`src/rtl/core/bpc_pkg.sv`:
```
`timescale 1ns / 1ps

package bpc_pkg;

  localparam int unsigned AdcW    = 10;
  localparam int unsigned PeriodW = 8;
  localparam int unsigned TimerW  = 16;
  localparam int unsigned CfgIdxW = 2;
  localparam int unsigned CfgW    = 16;

  localparam logic [AdcW-1:0]    ThresholdRst = 10'd700;
  localparam logic [PeriodW-1:0] PeriodRst    = 8'd50;
  localparam logic [TimerW-1:0]  LongRst      = 16'd1000;
  localparam logic [TimerW-1:0]  WindowRst    = 16'd300;

  typedef enum logic [CfgIdxW-1:0] {
    CFG_THRESHOLD = 2'd0,
    CFG_PERIOD    = 2'd1,
    CFG_LONG      = 2'd2,
    CFG_WINDOW    = 2'd3
  } cfg_idx_e;

  typedef enum logic [2:0] {
    CNT_IDLE   = 3'd0,
    CNT_FIRST  = 3'd1,
    CNT_SINGLE = 3'd4,
    CNT_LONG   = 3'd5,
    CNT_DOUBLE = 3'd6
  } press_cnt_e;

  typedef enum logic [1:0] {
    EV_NONE   = 2'd0,
    EV_SINGLE = 2'd1,
    EV_LONG   = 2'd2,
    EV_DOUBLE = 2'd3
  } press_ev_e;

  function automatic logic [TimerW-1:0] window_limit(logic [TimerW-1:0] long_ticks,
                                                      logic [TimerW-1:0] window);
    return (long_ticks >= window) ? long_ticks - window : '0;
  endfunction

endpackage

```
`src/rtl/core/button_press_classifier.sv`:
```
`timescale 1ns / 1ps

// Button press classifier. One item per millisecond tick, one result item per
// input item, in order. For each item, its state update and its result are
// computed in one pass of short logic and land in the state registers and the
// output register at the accepting edge, so a new item is taken every cycle
// while the output register is empty or being drained. Configuration (index 0
// threshold, 1 sample period, 2 long ticks, 3 double window) is to be written
// through cfg_we_i/cfg_idx_i/cfg_data_i while no item is in flight, which the
// block does not enforce; the long-ticks-minus-window limit is kept registered.
module button_press_classifier (
  input  logic                         clk_i,
  input  logic                         rst_ni,
  input  logic                         cfg_we_i,
  input  logic [bpc_pkg::CfgIdxW-1:0]  cfg_idx_i,
  input  logic [bpc_pkg::CfgW-1:0]     cfg_data_i,
  input  logic                         in_valid_i,
  output logic                         in_ready_o,
  input  logic [bpc_pkg::AdcW-1:0]     adc_sample_i,
  input  logic                         clear_event_i,
  output logic                         out_valid_o,
  input  logic                         out_ready_i,
  output logic [1:0]                   press_event_o,
  output logic                         button_down_o
);
  import bpc_pkg::*;

  logic [AdcW-1:0]    threshold_q;
  logic [PeriodW-1:0] period_q;
  logic [TimerW-1:0]  long_q, long_d;
  logic [TimerW-1:0]  window_q, window_d;
  logic [TimerW-1:0]  limit_q;

  logic [PeriodW-1:0] countdown_q, countdown_d;
  logic [TimerW-1:0]  timer_q, timer_d;
  press_cnt_e         cnt_q, cnt_d;
  logic               released_q, released_d;

  logic               out_valid_q;
  press_ev_e          event_q, event_d;
  logic               down_q;

  logic               in_acc;

  assign in_ready_o = !out_valid_q || out_ready_i;
  assign in_acc     = in_valid_i && in_ready_o;

  always_comb begin
    long_d   = long_q;
    window_d = window_q;
    if (cfg_we_i && cfg_idx_e'(cfg_idx_i) == CFG_LONG) long_d = cfg_data_i;
    if (cfg_we_i && cfg_idx_e'(cfg_idx_i) == CFG_WINDOW) window_d = cfg_data_i;
  end

  always_ff @(posedge clk_i or negedge rst_ni) begin
    if (!rst_ni) begin
      threshold_q <= ThresholdRst;
      period_q    <= PeriodRst;
      long_q      <= LongRst;
      window_q    <= WindowRst;
      limit_q     <= window_limit(LongRst, WindowRst);
    end else if (cfg_we_i) begin
      if (cfg_idx_e'(cfg_idx_i) == CFG_THRESHOLD) threshold_q <= cfg_data_i[AdcW-1:0];
      if (cfg_idx_e'(cfg_idx_i) == CFG_PERIOD) period_q <= cfg_data_i[PeriodW-1:0];
      long_q   <= long_d;
      window_q <= window_d;
      limit_q  <= window_limit(long_d, window_d);
    end
  end

  // One tick of the classifier.
  always_comb begin
    logic [PeriodW-1:0] cd_dec;
    logic               rel;
    logic [TimerW-1:0]  tmr;
    press_cnt_e         cnt;

    cnt = cnt_q;
    if (clear_event_i && cnt_q[2]) cnt = CNT_IDLE;

    tmr        = timer_q;
    released_d = released_q;
    cd_dec     = (countdown_q != '0) ? countdown_q - 1'b1 : '0;
    countdown_d = cd_dec;
    rel        = !(adc_sample_i > threshold_q);

    if (cd_dec == '0) begin
      countdown_d = period_q;
      if (released_q && !rel && !cnt[2]) begin
        // Count the press edge.
        if (cnt == CNT_IDLE) begin
          cnt = CNT_FIRST;
          tmr = long_q;
        end else begin
          cnt = (timer_q > limit_q) ? CNT_DOUBLE : CNT_SINGLE;
        end
      end
      if (cnt == CNT_FIRST && tmr == '0) cnt = CNT_LONG;
      if (cnt == CNT_FIRST && tmr < limit_q && rel) cnt = CNT_SINGLE;
      released_d = rel;
    end

    timer_d = (tmr != '0) ? tmr - 1'b1 : '0;
    cnt_d   = cnt;

    unique case (cnt)
      CNT_SINGLE: event_d = EV_SINGLE;
      CNT_LONG:   event_d = EV_LONG;
      CNT_DOUBLE: event_d = EV_DOUBLE;
      default:    event_d = EV_NONE;
    endcase
  end

  always_ff @(posedge clk_i or negedge rst_ni) begin
    if (!rst_ni) begin
      countdown_q <= '0;
      timer_q     <= '0;
      cnt_q       <= CNT_IDLE;
      released_q  <= 1'b0;
      out_valid_q <= 1'b0;
    end else begin
      if (in_acc) begin
        countdown_q <= countdown_d;
        timer_q     <= timer_d;
        cnt_q       <= cnt_d;
        released_q  <= released_d;
        out_valid_q <= 1'b1;
      end else if (out_ready_i) begin
        out_valid_q <= 1'b0;
      end
    end
  end

  always_ff @(posedge clk_i) begin
    if (in_acc) begin
      event_q <= event_d;
      down_q  <= !released_d;
    end
  end

  assign out_valid_o   = out_valid_q;
  assign press_event_o = event_q;
  assign button_down_o = down_q;

endmodule

```
`config.mk`:
```
export PLATFORM = sky130hd
export DESIGN_NAME = button_press_classifier
export DESIGN_NICKNAME = d
export VERILOG_FILES = /design/src/rtl/core/bpc_pkg.sv /design/src/rtl/core/button_press_classifier.sv
export SDC_FILE = /design/constraint.sdc
export NUM_CORES = 1
export LEC_CHECK = 0
export BUFFER_PORTS_ARGS = -buffer_cell sky130_fd_sc_hd__buf_2
export CORE_MARGIN = 3
export CORE_UTILIZATION = 50
export CTS_BUF_LIST = sky130_fd_sc_hd__clkbuf_16
export DETAILED_ROUTE_END_ITERATION = 7
export PLACE_DENSITY = 0.67
export SLEW_MARGIN = 20
export SYNTH_ARGS = -nofsm -noshare
export SYNTH_HDL_FRONTEND = slang
export SYNTH_SLANG_ARGS = --single-unit
export TNS_END_PERCENT = 50
```
`constraint.sdc`:
```
create_clock -name clk_i -period 5.6 [get_ports clk_i]
set_clock_uncertainty 0.05 [all_clocks]
set_input_delay 0.84 -clock clk_i [delete_from_list [all_inputs] [get_ports clk_i]]
set_output_delay 0.84 -clock clk_i [all_outputs]
set_load 0.1 [all_outputs]
```
* After elaboration in Yosys (flattened, before gate mapping)
Cells that the tools add are included.
W data, S select, Z words.
** Operators by class
- $add $sub $neg :: 3
- Magnitude comparators :: 4
- Equal/unequal tests :: 8
- Multiplexer cells :: 23
- Reduce and logical (&&, ||, !) cells :: 23
** Operator list (count)
- $mux W16 :: 8
- $mux W3 :: 8
- $ge A16 B16 Y1 :: 1
- $gt A16 B16 Y1 :: 1
- $logic_not A16 Y1 :: 1
- $lt A16 B16 Y1 :: 1
- $mux W8 :: 2
- $reduce_bool A16 Y1 :: 1
- $sub A16 B1 Y16 const B :: 1
- $sub A16 B16 Y16 :: 1
- $gt A10 B10 Y1 :: 1
- $eq A3 B3 Y1 const B :: 3
- $logic_and A1 B1 Y1 :: 9
- $logic_not A8 Y1 :: 1
- $reduce_bool A8 Y1 :: 1
- $sub A8 B1 Y8 const B :: 1
- $eq A3 B1 Y1 const B :: 2
- $pmux W2 S3 :: 1
- $eq A2 B2 Y1 const B :: 2
- $logic_not A1 Y1 :: 4
- $reduce_and A2 Y1 :: 2
- $logic_not A3 Y1 :: 1
- $mux W1 :: 3
- $eq A2 B1 Y1 const B :: 1
- 4 further kinds :: 4
** Word-level totals
- Register bits after elaboration :: 98
- Output and inout port bits :: 5
- Word-level logic and storage cells :: 73

* Longest topological paths before layout
- Depth in word-level cells :: 17
- Mapped depth :: 21

* Worst setup path before layout
No wires, ideal clock.
- Path kind :: input to register
- From :: input cfg_we_i
- To :: register limit_q[10]
- Library setup time :: 0.141 ns
- Arrival :: 4.165 ns
- Required time :: 5.409 ns
- Path slack :: 1.244 ns
- Stages :: 16
- Buffers on the path :: 3
- Cells stage by stage :: clkbuf_1 nand3_1 clkbuf_1 mux2_2 inv_1 ha_1 nor2b_1 o31a_1 o211ai_1 a21o_1 a31oi_1 nand3_1 nand2_1 o311ai_1 clkbuf_1 o22ai_1
** Between the ends
- Cells in the longest elaborated chain, start to end :: 4
** Ends and longest elaborated chain
- start, declared :: line button_press_classifier.sv:14 : input logic cfg_we_i,
- $logic_and A1 B1 Y1 (on tied branches) :: line button_press_classifier.sv:51, button_press_classifier.sv:52
- $mux W16 (on tied branches) :: line button_press_classifier.sv:51, button_press_classifier.sv:52
- $sub A16 B16 Y16 / $ge A16 B16 Y1 (equally long branches) :: line bpc_pkg.sv:40 : return (long_ticks >= window) ? long_ticks - window : '0;
- $mux W16 :: line bpc_pkg.sv:40
- end signal, assigned :: line button_press_classifier.sv:61 : limit_q <= window_limit(LongRst, WindowRst);
- end signal, assigned :: line button_press_classifier.sv:67 : limit_q <= window_limit(long_d, window_d);
- end, declared :: line button_press_classifier.sv:32 : logic [TimerW-1:0] limit_q;
Several ways; a longest one is shown, not always the timed one.
A chain may end at the register's enable or synchronous reset.

* Worst setup path after layout
- From :: input adc_sample_i[5] (netlist bit)
- To :: register cnt_q[0]
** Between the ends
- Cells in the longest elaborated chain, start to end :: 14
** Ends and longest elaborated chain
- start, declared :: line button_press_classifier.sv:19 : input logic [bpc_pkg::AdcW-1:0] adc_sample_i,
- $gt A10 B10 Y1 (*) :: line button_press_classifier.sv:85 : rel = !(adc_sample_i > threshold_q);
- $logic_and A1 B1 Y1 (2 in a row) :: line button_press_classifier.sv:89 : if (released_q && !rel && !cnt[2]) begin
- $mux W16 / $mux W3 (equally long branches) :: line button_press_classifier.sv:89
- $mux W16 / $mux W3 (equally long branches) :: line button_press_classifier.sv:87 : if (cd_dec == '0) begin
- $logic_not A16 Y1 / $eq A3 B1 Y1 (equally long branches) :: line button_press_classifier.sv:98 : if (cnt == CNT_FIRST && tmr == '0) cnt = CNT_LONG;
- $logic_and A1 B1 Y1 :: line button_press_classifier.sv:98
- $mux W3 :: line button_press_classifier.sv:98
- $mux W3 :: line button_press_classifier.sv:87
- $eq A3 B1 Y1 :: line button_press_classifier.sv:99 : if (cnt == CNT_FIRST && tmr < limit_q && rel) cnt = CNT_SINGLE;
- $logic_and A1 B1 Y1 (2 in a row) :: line button_press_classifier.sv:99
- $mux W3 (*) :: line button_press_classifier.sv:99
- $mux W3 (*) :: line button_press_classifier.sv:87
- end signal, assigned :: line button_press_classifier.sv:125 : cnt_q <= cnt_d;
- end, declared :: line button_press_classifier.sv:36 : press_cnt_e cnt_q, cnt_d;
Mark *: on every way between the ends. The rest lies on a longest branch, timed or not. The select of a mux whose other input is x is not followed.

==> impl_metrics.env <==
export IMPL_status="finished, final reports clean"
export IMPL_synth_seq_cells=98
export IMPL_yosysUniqueCellTypes=75
export IMPL_port_buffers=38
export IMPL_crit_path_max_incr_delay_ns=0.64
export IMPL_drt_first_pass_iters=5
export IMPL_yosysMostFrequentCell="nand2_1"
export IMPL_vias=5875
export IMPL_critPathMaxFanout=16
export IMPL_max_cap_violations=0
export IMPL_gp_congestion=0.908
export IMPL_r2r_end="timer_q[6]"
export IMPL_tritoncts="built"
export IMPL_synth_top_area_share=0.251
export IMPL_yosys_top_cells_count="nand2_1, dfrtp_1, mux2_2, ha_1, inv_1"
export IMPL_synth_nets=844
export IMPL_clockRootBuffer="clkbuf_16"
export IMPL_seq_area_frac_synth=0.358
export IMPL_clk_latency_ns=0.36
export IMPL_drive_gt1_frac=0.220
export IMPL_syn_area_sq_mm=0.00698
export IMPL_rsz0062_at_grt="no"
export IMPL_finalInstanceArea_sq_mm=0.00764
export IMPL_dp_hpwl_microns=13100
export IMPL_fin_util=0.568
export IMPL_synth_ff_type="dfrtp_1"
export IMPL_min_period_over_period=0.824
export IMPL_ir_drop_uv=195
export IMPL_numCtsBuffers=9
export IMPL_clock_sinks=98
export IMPL_grt_remaining_overflow=0
export IMPL_row_count=42
export IMPL_wirelength_microns=17500
export IMPL_worstPathCellList="buf_2, ha_1, a21oi_1, o21ai_0, a2111oi_2, or3_1, buf_4, nand2_1, nand2_1, ha_1, a21oi_1, nor2b_1, o21ai_0, nand3_1, a211oi_1, nand3_1, a31oi_1, nand3b_1, a22o_1"
export IMPL_finalSetupViolCount=0
export IMPL_diodes=0
export IMPL_worst_slack_ns=0.986
export IMPL_cts_resized=0
export IMPL_area_growth_pct=9.47
export IMPL_relSlewSlack=0.514
export IMPL_hold_class="in -> async"
export IMPL_die_w_microns=124
export IMPL_clk_path_buf_depth=2
export IMPL_hold_viol=0
export IMPL_wire_per_inst_microns=18.1
export IMPL_synth_warning_count=0
export IMPL_placed_area_sq_mm=0.00735
export IMPL_syn_avg_cell_area_sq_um=9.30
export IMPL_synthCells=750
export IMPL_r2r_cells=16
export IMPL_setup_tns_final_ns=0
export IMPL_final_period_minus_worst_setup_slack_ns=4.61
export IMPL_grt_first_pass_wirelength_microns=28800
export IMPL_r2r_slack_ns=1.01
export IMPL_synthTopCellsByArea="dfrtp_1, ha_1, mux2_2, dfstp_2, nand2_1"
export IMPL_clk_pin_slew_worst_paths_ns=0.07
export IMPL_detail_route_vias_per_cell=6.09
export IMPL_drc=0
export IMPL_timing_critical_path_to_type="flip-flop"
export IMPL_ant_nets=0
export IMPL_start_kind="input pin"
export IMPL_drt_iter0_drc=418
export IMPL_start_util=0.519
export IMPL_ys_async_sr_fraction=0.969
export IMPL_die_height_microns=124
export IMPL_synth_edf_count=3
export IMPL_post_cts_setup_buffers=0
export IMPL_max_freq_mhz=217
export IMPL_htreeDepth=3
export IMPL_cpMaxStageDelayCell="a2111oi_2"
export IMPL_yosysTopAreaCell="dfrtp_1"
export IMPL_powerDensity_mw_per_mm2=396
export IMPL_r2r_start="threshold_q[5]"
export IMPL_slew_viol_final=0
export IMPL_grt_max_degree=61
export IMPL_crit_required_ns=5.80
export IMPL_fin_nets=877
export IMPL_die_area_sq_mm=0.0154
export IMPL_core_sq_mm=0.0135
export IMPL_hold_buffers=0
export IMPL_worstMarginPinSlew_ns=0.730
export IMPL_gr_usage_all_layers=0.241
export IMPL_boundaryPins=39
export IMPL_preCtsSetupSlack_ns=0.687
export IMPL_path_class="in -> reg"
export IMPL_grt_pass1_vias=5691
export IMPL_p_leak_nw=3.35
export IMPL_crit_arrival_ns=4.81
export IMPL_antenna_found_initial=0
-- routing by layer --
layer,track usage,part of all wire
met1,0.332,0.45
met2,0.388,0.46
met3,0.0413,0.061
met4,0.0753,0.021
met5,0,0
-- cell usage in the layout (no fill, tap or decap), drive strengths merged, types with 8 or more instances in the layout --
cell / n
a211oi: 11
a21o: 12
a21oi: 34
a22o: 8
buf: 48
clkbuf: 10
dfrtp: 70
dfstp: 25
ha: 59
inv: 53
mux2: 64
mux2i: 14
nand2: 92
nand2b: 11
nand3: 14
nand4: 10
nor2: 36
nor3: 23
nor4: 8
o21ai: 54
o22ai: 12
or3: 12
xor2: 12
-- flip-flops by register name, indices dropped and copies added (netlist names) --
signal         flops
limit_q           16
cnt_q              3
threshold_q       10
timer_q           16
window_q          16
countdown_q        8
released_q         1
button_down_o      1
long_q            16
press_event_o      2
out_valid_o        1
period_q           8
-- cell type report --
cell class              instances  area (sq um)
fillers                      1212          5820
multi-input cells             575          4170
flip-flops and latches         98          2500
repair buffers                 48           268
clock buffers                  10           250
well taps                     176           220
inverters                      51           191
clock inverters                 6          40.0
-- critical path: cells and delay by family --
kind                     cells  cell delay, ns
buffers and inverters        2            0.40
AND/OR/NAND/NOR              7            1.05
AO/OA/AOI/OAI                8            1.96
adder cells (fa/ha/maj)      2            0.55
-- report_power, final --
part           switching [mW]  internal, mW  leakage [nW]
Sequential              0.178         0.917          1.14
Clock                   0.288         0.329         0.144
Combinational           0.741         0.572          2.06
-- through the flow --
step	hold slack [ns]	instances	power [mW]
2_1_floorplan	0.421	750	2.04
3_3_place_gp	0.428	948	2.33
3_5_place_dp	0.439	948	2.40
4_1_cts	0.411	964	3.03
5_1_grt	0.433	964	3.25
6_report	0.392	964	3.02
-- worst max path at each step --
stage | startpoint | endpoint | cells past startpoint
2_1_floorplan | cfg_we_i | limit_q[10] | 16
3_3_place_gp | adc_sample_i[5] | cnt_q[0] | 17
3_5_place_dp | adc_sample_i[5] | cnt_q[0] | 17
4_1_cts | threshold_q[5] | timer_q[6] | 16
5_1_grt | adc_sample_i[5] | cnt_q[0] | 19
6_report | adc_sample_i[5] | cnt_q[0] | 19
-- cells by family (layout without fill, tap and decap cells) --
kind of cell             after synthesis  in the layout  synth area share
XOR/XNOR                              16             16            0.0201
flip-flops                            98             98             0.358
AND/OR/NAND/NOR                      237            237             0.168
buffers and inverters                 77            115            0.0443
multiplexers                          78             78             0.124
adder cells (fa/ha/maj)               60             60             0.109
AO/OA/AOI/OAI                        184            184             0.177
No activity file was read; power rests on OpenSTA's default activity.
